## config.mk

```make
export PLATFORM = sky130hd
export DESIGN_NAME = rss_front
export DESIGN_NICKNAME = d
export VERILOG_FILES = /design/src/hdl/rss_pkg.sv /design/src/hdl/rss_front.sv
export SDC_FILE = /design/constraint.sdc
export NUM_CORES = 1
export LEC_CHECK = 0
export ABC_AREA = 1
export BUFFER_PORTS_ARGS = -buffer_cell sky130_fd_sc_hd__buf_2
export CORE_MARGIN = 2
export CORE_UTILIZATION = 45
export DETAILED_ROUTE_END_ITERATION = 6
export HOLD_SLACK_MARGIN = 0.05
export PLACE_DENSITY = 0.73
export SKIP_LAST_GASP = 1
export SLEW_MARGIN = 10
export SYNTH_ARGS = -nofsm -noshare
export SYNTH_HDL_FRONTEND = slang
export SYNTH_SLANG_ARGS = --single-unit
```

## constraint.sdc

```tcl
create_clock -name clk -period 1.55 [get_ports clk]
set_input_delay 0 -clock clk [delete_from_list [all_inputs] [get_ports clk]]
set_output_delay 0 -clock clk [all_outputs]
set_load 0.005 [all_outputs]
```

## src/hdl/rss_pkg.sv

```systemverilog
// running sample statistics: shared types and constants
// no dependencies; used by rss_front, rss_back and the top level
package rss_pkg;

  // one classified transaction passed from the front to the back part
  typedef struct packed {
    logic        clear;
    logic [15:0] sample;
  } rss_cmd_t;

  localparam int QueueDepth = 2;

endpackage

```

## src/hdl/rss_front.sv

```systemverilog
// running sample statistics: input stage and two-entry command queue
// depends on rss_pkg
module rss_front #(
  parameter int SAMPLE_BITS = 16
) (
  input  logic              clk,
  input  logic              rst_n,
  input  logic              in_push,
  output logic              in_full,
  input  logic              in_command,
  input  logic [15:0]       in_sample,
  input  logic              cmd_take,
  output logic              cmd_avail,
  output rss_pkg::rss_cmd_t cmd_head
);

  rss_pkg::rss_cmd_t q_r [rss_pkg::QueueDepth];
  logic [1:0] cnt_r, cnt_nxt;
  logic       rd_r, wr_r;
  logic       push_ok;
  rss_pkg::rss_cmd_t cmd_in;

  assign in_full   = (cnt_r == 2'd2);
  assign push_ok   = in_push && !in_full;
  assign cmd_avail = (cnt_r != 2'd0);
  assign cmd_head  = q_r[rd_r];

  // count-full condition is resolved in the back part against live state
  always_comb begin
    cmd_in.clear  = in_command;
    cmd_in.sample = {{(16-SAMPLE_BITS){in_sample[SAMPLE_BITS-1]}},
                     in_sample[SAMPLE_BITS-1:0]};
    cnt_nxt = cnt_r + {1'b0, push_ok} - {1'b0, cmd_take};
  end

  always_ff @(posedge clk) begin
    if (!rst_n) begin
      cnt_r <= 2'd0;
      rd_r  <= 1'b0;
      wr_r  <= 1'b0;
    end else begin
      cnt_r <= cnt_nxt;
      if (push_ok) wr_r <= ~wr_r;
      if (cmd_take) rd_r <= ~rd_r;
    end
  end

  always_ff @(posedge clk) begin
    if (push_ok) q_r[wr_r] <= cmd_in;
  end

endmodule

```

After elaboration in Yosys (flattened, before gate mapping)
Memories as Yosys holds them, arrays and structs flattened. A register that Yosys moved wholly into a read port is not among the register bits.
Index checks and enable logic that the tools add are counted.
{"block": "classes", "eq_ne": 1, "muxes": 4, "reduce_logical": 3, "n_addsub": 2, "bitwise_logic": 2}
{"operator": "$mux 1", "count": 4}
{"operator": "$add 2x1->2", "count": 1}
{"operator": "$eq 2x2->1 const B", "count": 1}
{"operator": "$not 1->1", "count": 2}
{"operator": "$reduce_bool 2->1", "count": 1}
{"operator": "$sub 2x1->2", "count": 1}
{"operator": "$logic_and 1x1->1", "count": 1}
{"operator": "$logic_not 1->1", "count": 1}
{"block": "word_totals", "mem_count": 1, "reg_bits": 4, "ramBits": 34, "inputBits": 21, "word_cells": 16, "output_inout_bits": 19}
{"name": "q_r", "words": 2, "word_bits": 17, "rd": 1, "rd_ports_with_merged_regs": 1, "wr": 1, "line": "rss_front.sv:17", "rtl": "rss_pkg::rss_cmd_t q_r [rss_pkg::QueueDepth];"}

Depth between registers and ports, before layout
Gate-level depths: netlist (run 1).
{"block": "depth", "ltp_word": 5, "ltp_mapped": 11, "depth_no_buf": 11}

Worst setup path after synthesis (run 1)
Ideal clock, no wire load.
{"block": "synth_timing", "path_kind": "reg2reg", "startpoint": "register cnt_r[0]", "endpoint": "memory q_r[0][0] in the netlist's numbering, enable pin", "slack_ps": -110, "path_buffers": 0, "period_less_slack_ps": 1660, "setup_ps": 390, "required_ps": 1160, "arrival_ps": 1270, "path_stages_with_launch": 5, "path_cell_list": "dfxtp_1 > inv_1 > nand2_1 > nand2_1 > nor2_1"}
{"block": "synth_via", "elab_chain_cells": 5}
{"element": "from (decl)", "line": "rss_front.sv:18", "rtl": "logic [1:0] cnt_r, cnt_nxt;"}
{"element": "from (signal assigned)", "line": "rss_front.sv:42", "rtl": "cnt_r <= cnt_nxt;"}
{"element": "$eq 2x2->1", "line": "rss_front.sv:23", "rtl": "assign in_full = (cnt_r == 2'd2);"}
{"element": "$logic_not 1->1", "line": "rss_front.sv:24", "rtl": "assign push_ok = in_push && !in_full;"}
{"element": "$logic_and 1x1->1", "line": "rss_front.sv:24"}
{"element": "$mux 1", "line": "rss_front.sv:49", "rtl": "if (push_ok) q_r[wr_r] <= cmd_in;"}
{"element": "$mux 1 (implied by the code)", "line": "rss_front.sv:49"}
{"element": "to (decl)", "line": "rss_front.sv:17"}
Every way passes these cells.

Worst setup path in the final report (run 1)
{"block": "layout_timing", "startpoint": "register cnt_r[0]", "endpoint": "register cnt_r[1]"}
{"block": "layout_via", "elab_chain_cells": 5}
{"element": "$eq 2x2->1", "line": "rss_front.sv:23"}
{"element": "$logic_not 1->1", "line": "rss_front.sv:24"}
{"element": "$logic_and 1x1->1", "line": "rss_front.sv:24"}
{"element": "$add 2x1->2 (*)", "line": "rss_front.sv:33", "rtl": "cnt_nxt = cnt_r + {1'b0, push_ok} - {1'b0, cmd_take};"}
{"element": "$sub 2x1->2 (*)", "line": "rss_front.sv:33"}
Mark *: on every way between the ends. The rest lies on a longest branch, timed or not.
A chain may end at the register's enable or synchronous reset.

==> results of run 1 <==
## cells by family (layout without fill, tap and decap cells)
family	count (synthesis)	after routing	share of synthesized area [%]
AO/OA/AOI/OAI	2	2	0.662
adder cells (fa/ha/maj)	2	2	1.65
buffers and inverters	9	81	3.81
flip-flops	39	39	74.1
multiplexers	17	17	15.1
AND/OR/NAND/NOR	18	18	4.63
## sequential cells by signal (all words and copies together) (netlist names), named ones only
| name | flops |
|---|---|
| cnt_r | 2 |
| q_r | 34 |
| rd_r | 1 |
| wr_r | 1 |
## worst max-delay path: cells and delay by family (launching register included)
| kind | cells | cell delay (ns) |
|---|---|---|
| adder cells (fa/ha/maj) | 2 | 0.46 |
| AND/OR/NAND/NOR | 4 | 0.30 |
| buffers and inverters | 3 | 0.16 |
| AO/OA/AOI/OAI | 1 | 0.12 |
| flip-flops | 1 | 0.34 |
## cells in the mapped netlist
library cell and n:
mux2_2 7, ha_1 2, buf_6 1, a21oi_1 2
nand3_1 2, edfxtp_1 34, nor2_1 6, buf_12 1
inv_1 7, dfxtp_1 5, nand2_1 10, mux2_4 10
## per-stage QoR
step | instances | TNS [ns] | power (uW)
finish | 205 | 0 | 2150
global route | 205 | -0.0342 | 2260
CTS | 203 | 0 | 2150
detailed placement | 175 | 0 | 1650
global placement | 175 | 0 | 1620
floorplan | 87 | 0 | 1500
## cell type report
class | instances | area [um2] | share of cell area, %
clock buffers | 8 | 48.8 | 2.37
well taps | 46 | 57.6 | 2.80
inverters | 7 | 26.3 | 1.28
multi-input cells | 39 | 339 | 16.5
flip-flops and latches | 39 | 1120 | 54.7
repair buffers | 66 | 460 | 22.4
## routing by layer
layer	global-route usage (%)	routed length, um
met1	14.1	1060
met2	21.9	1300
met3	7.45	167
met4	9.12	46
met5	0	0
## power breakdown
part | internal, uW | leakage (uW) | switching (uW) | total (uW)
clock network | 181 | 0.0000265 | 291 | 472
logic | 222 | 0.000480 | 175 | 398
registers | 1250 | 0.000359 | 31.7 | 1280
## repair_timing
action / 4_1_cts / 5_1_grt
setup endpoints to repair: 1 / 12
pin swaps: 0 / 0
setup buffers: 0 / 2
resized for setup: 1 / 2
hold buffers: 20 / 0
hold endpoints to repair: 39 / 0
## worst paths after layout
path,cells past startpoint,start,endpoint
setup / recovery,10,cnt_r[0]$_SDFF_PN0_,cnt_r[1]$_SDFF_PN0_
setup reg to reg,10,cnt_r[0]$_SDFF_PN0_,cnt_r[1]$_SDFF_PN0_
hold reg to reg,2,rd_r$_SDFFE_PN0P_,flip-flop
hold / removal,2,in_sample[5],q_r[1][5]$_DFFE_PP_
==> results_dict.tcl, run 1 <==
set metrics [dict create \
    status "completed" \
    tightest_slew_ns 0.152 \
    layout_setup_ws_ns 0.0631 \
    start_util_pct 46.1 \
    clock_skew_ns 0.0119 \
    hold_viol_final 0 \
    final_layout_size_suffix_gt1_share_pct 45.3 \
    syn_area_per_cell_um2 17.4 \
    numPortBuffers 39 \
    core-area_um2 3280 \
    vias 945 \
    required_ns 1.78 \
    timing.final.max_slew_violations 0 \
    yosysTopAreaCell "edfxtp_1" \
    ys_seq_area_share_pct 74.1 \
    grt_pass1_wl_um 3520 \
    synth.area.top_cells "edfxtp_1, mux2_4, dfxtp_1, mux2_2, nand2_1" \
    crit_chain "inv_1, nand2_2, nand2_1, ha_1, inv_1, ha_1, inv_1, nand2_1, a21oi_1, nor2_1" \
    clockBufferDepth 2 \
    critPathLaunchType "flip-flop" \
    r2r_slack_ns 0.06 \
    crit_top_cell "inv_1" \
    syn-instance-count 87 \
    maxSlewHeadroom_pct 89.9 \
    final_common_cell "buf_2" \
    root_buffer "clkbuf_4" \
    slowest_delay_ns 0.34 \
    place_area_um2 1790 \
    tritoncts "done" \
    place_ws_ns 0.0130 \
    p_per_area_nw_per_um2 1050 \
    cp_max_fo 3 \
    dp_hpwl_um 1670 \
    clock_latency_ns 0.34 \
    grt_pass1_vias 884 \
    holdWs_ns 0.388 \
    grt_setup_unrepaired "yes" \
    syn-num-nets 110 \
    setup_violations 0 \
    synth_top_area_share_pct 67.5 \
    die_h_um 62.0 \
    antenna_left 0 \
    clkTransAtPathRegs_ns 0.10 \
    yosys_warnings 0 \
    die_x_um 62.0 \
    ir_worst_vdd_uv 571 \
    drc 0 \
    ios 40 \
    cp_slowest_cell "dfxtp_2" \
    wl_per_cell_um 12.5 \
    crit_type "reg -> reg" \
    cts_sinks 39 \
    drt-initial-drc-count 47 \
    final_nets 181 \
    routed_wl_um 2570 \
    htreeDepth 2 \
    drt_pass1_iterations 4 \
    routabilityCongestion 0.671 \
    grt_max_degree 14 \
    ys_ff_latch 39 \
    leakage_uw 0.000866 \
    numCtsBuffers 5 \
    die_area_um2 3840 \
    antenna_found_initial 0 \
    fmax_mhz 673 \
    diodes 0 \
    hold_path_class "in -> reg" \
    end_kind "flip-flop" \
    vias_per_cell 4.61 \
    grt-ovfl-total 0 \
    track_usage_pct 13.8 \
    min_period_ns 1.49 \
    postLayoutCoreUtil_pct 62.6 \
    n_fill_cell 241 \
    syn_to_final_growth_pct 35.9 \
    critPathArrivalTime_ns 1.72 \
    maxCapViolations 0 \
    ys_types 12 \
    stdcell_area_um2 2060 \
    fp-row-count 21 \
    final_cell_mix "buf_2, edfxtp_1, dlygate4sd3_1" \
    syn_area_um2 1510 \
    fin_crit_sh_pct 95.9 \
]
Note: power is estimated with default switching activity, not from simulation.
==> run 2, diff against run 1 <==
--- a/config.mk
+++ b/config.mk
@@ -7,11 +7,11 @@
 export LEC_CHECK = 0
 export ABC_AREA = 1
 export BUFFER_PORTS_ARGS = -buffer_cell sky130_fd_sc_hd__buf_2
-export CORE_MARGIN = 2
 export CORE_UTILIZATION = 45
 export DETAILED_ROUTE_END_ITERATION = 6
 export HOLD_SLACK_MARGIN = 0.05
-export PLACE_DENSITY = 0.73
+export PLACE_DENSITY = 0.79
+export SKIP_CTS_REPAIR_TIMING = 1
 export SKIP_LAST_GASP = 1
 export SLEW_MARGIN = 10
 export SYNTH_ARGS = -nofsm -noshare
==> results_dict.tcl, run 2 (synthesis gave the netlist of run 1 again) <==
set metrics [dict create \
    status "completed" \
    fin_crit_sh_pct 97.0 \
    antenna_found_initial 0 \
    p_sw_share_pct 24.2 \
    drt_pass1_iterations 4 \
    p_sw_uw 523 \
    crit_type "reg -> reg" \
    drt-initial-drc-count 19 \
    crit_top_cell "inv_1" \
    hold_path_class "in -> reg" \
    fmax_mhz 665 \
    n_fill_cell 237 \
    vias_per_cell 4.59 \
    timing.final.max_slew_violations 0 \
    slowest_delay_ns 0.35 \
    numCtsBuffers 5 \
    wl_per_cell_um 12.9 \
    multi_input_area_um2 345 \
    syn_to_final_growth_pct 35.5 \
    track_usage_pct 14.8 \
    p_int_uw 1630 \
    reg_top3 "q_r: 34 flops, cnt_r: 2 flops" \
    grt_setup_unrepaired "no" \
    grt_pass1_wl_um 3600 \
    drc 0 \
    root_buffer "clkbuf_4" \
    tightest_slew_ns 0.187 \
    required_ns 1.79 \
    critPathLaunchType "flip-flop" \
    crit_chain "inv_1, nand2_2, nand2_2, ha_1, inv_1, ha_1, inv_1, nand2_1, a21oi_2, nor2_1" \
    layout_setup_ws_ns 0.0466 \
    hold_viol_final 0 \
    min_period_ns 1.50 \
    cp_max_fo 2 \
    maxSlewHeadroom_pct 87.5 \
    holdWs_ns 0.382 \
    leakage_uw 0.000871 \
    fp-row-count 20 \
    vias 932 \
    largest_reg_flops 34 \
    cp_slowest_cell "dfxtp_2" \
    p_per_area_nw_per_um2 1050 \
    routed_wl_um 2610 \
    final_layout_size_suffix_gt1_share_pct 47.8 \
    clock_skew_ns 0.00816 \
    ir_worst_vdd_uv 567 \
    diodes 0 \
    start_util_pct 48.4 \
    clockBufferDepth 2 \
    grt_pass1_vias 865 \
    final_cell_mix "buf_2, edfxtp_1, dlygate4sd3_1" \
    place_ws_ns 0.00459 \
    clkTransAtPathRegs_ns 0.11 \
    setup_violations 0 \
    clock_latency_ns 0.34 \
    die_area_um2 3600 \
    critPathArrivalTime_ns 1.75 \
    dp_hpwl_um 1720 \
    htreeDepth 2 \
    end_kind "flip-flop" \
    p_clk_share_pct 22.3 \
    die_h_um 60.0 \
    grt-ovfl-total 0 \
    final_common_cell "buf_2" \
    p_comb_share_pct 18.4 \
    cts_sinks 39 \
    tritoncts "done" \
    grt_max_degree 13 \
    seq_area_um2 1120 \
    final_nets 181 \
    routabilityCongestion 0.642 \
    die_x_um 60.0 \
    numPortBuffers 39 \
    maxCapViolations 0 \
    core-area_um2 3130 \
    antenna_left 0 \
    regMostFlops "q_r" \
    ios 40 \
    p_seq_share_pct 59.3 \
]
==> run 2: layout make-up <==
cell class	count	share of cell area [%]
repair buffers	66	21.9
multi-input cells	39	16.8
inverters	7	1.28
clock buffers	5	1.83
well taps	44	2.69
flip-flops and latches	39	54.8
clock inverters	3	0.733
==> run 2: power groups by stage <==
stage	clock, uW	combinational (uW)	sequential [uW]
after floorplan	0	203	1290
after global placement	0	326	1290
after detailed placement	0	343	1300
after CTS	504	344	1280
after global routing	541	435	1290
final	482	397	1280
==> run 2: layer usage <==
layer,GRT usage (%),wire [um],up-vias
li1,-,-,452
met1,14.0,1050,442
met2,26.8,1390,32
met3,5.84,118,6
met4,7.97,48,0
met5,0,0,-
==> run 2: path summary, 6_finish.rpt <==
path / startpoint / end / slack [ns] / cells after the start
setup reg to reg: cnt_r[0]$_SDFF_PN0_ / cnt_r[1]$_SDFF_PN0_ / 0.05 / 10
setup / recovery: cnt_r[0]$_SDFF_PN0_ / cnt_r[1]$_SDFF_PN0_ / 0.05 / 10
hold reg to reg: rd_r$_SDFFE_PN0P_ / flip-flop / 0.51 / 2
hold / removal: in_sample[8] / q_r[0][8]$_DFFE_PP_ / 0.38 / 2
==> run 2: critical path, delay by kind of cell, from the launching register on <==
kind	cells	cell delay, ns
buffers and inverters	3	0.16
AO/OA/AOI/OAI	1	0.15
flip-flops	1	0.35
adder cells (fa/ha/maj)	2	0.46
AND/OR/NAND/NOR	4	0.30
==> run 2: per-stage QoR <==
stage	total power (uW)	area, um2	setup TNS [ns]	utilization [%]	std cells
final	2160	2050	0	65.5	203
after global routing	2260	2050	0	65.5	203
after CTS	2130	1830	-0.0150	58.6	182
after detailed placement	1640	1780	0	56.9	174
after global placement	1620	1780	0	56.9	174
after floorplan	1500	1520	0	-	87
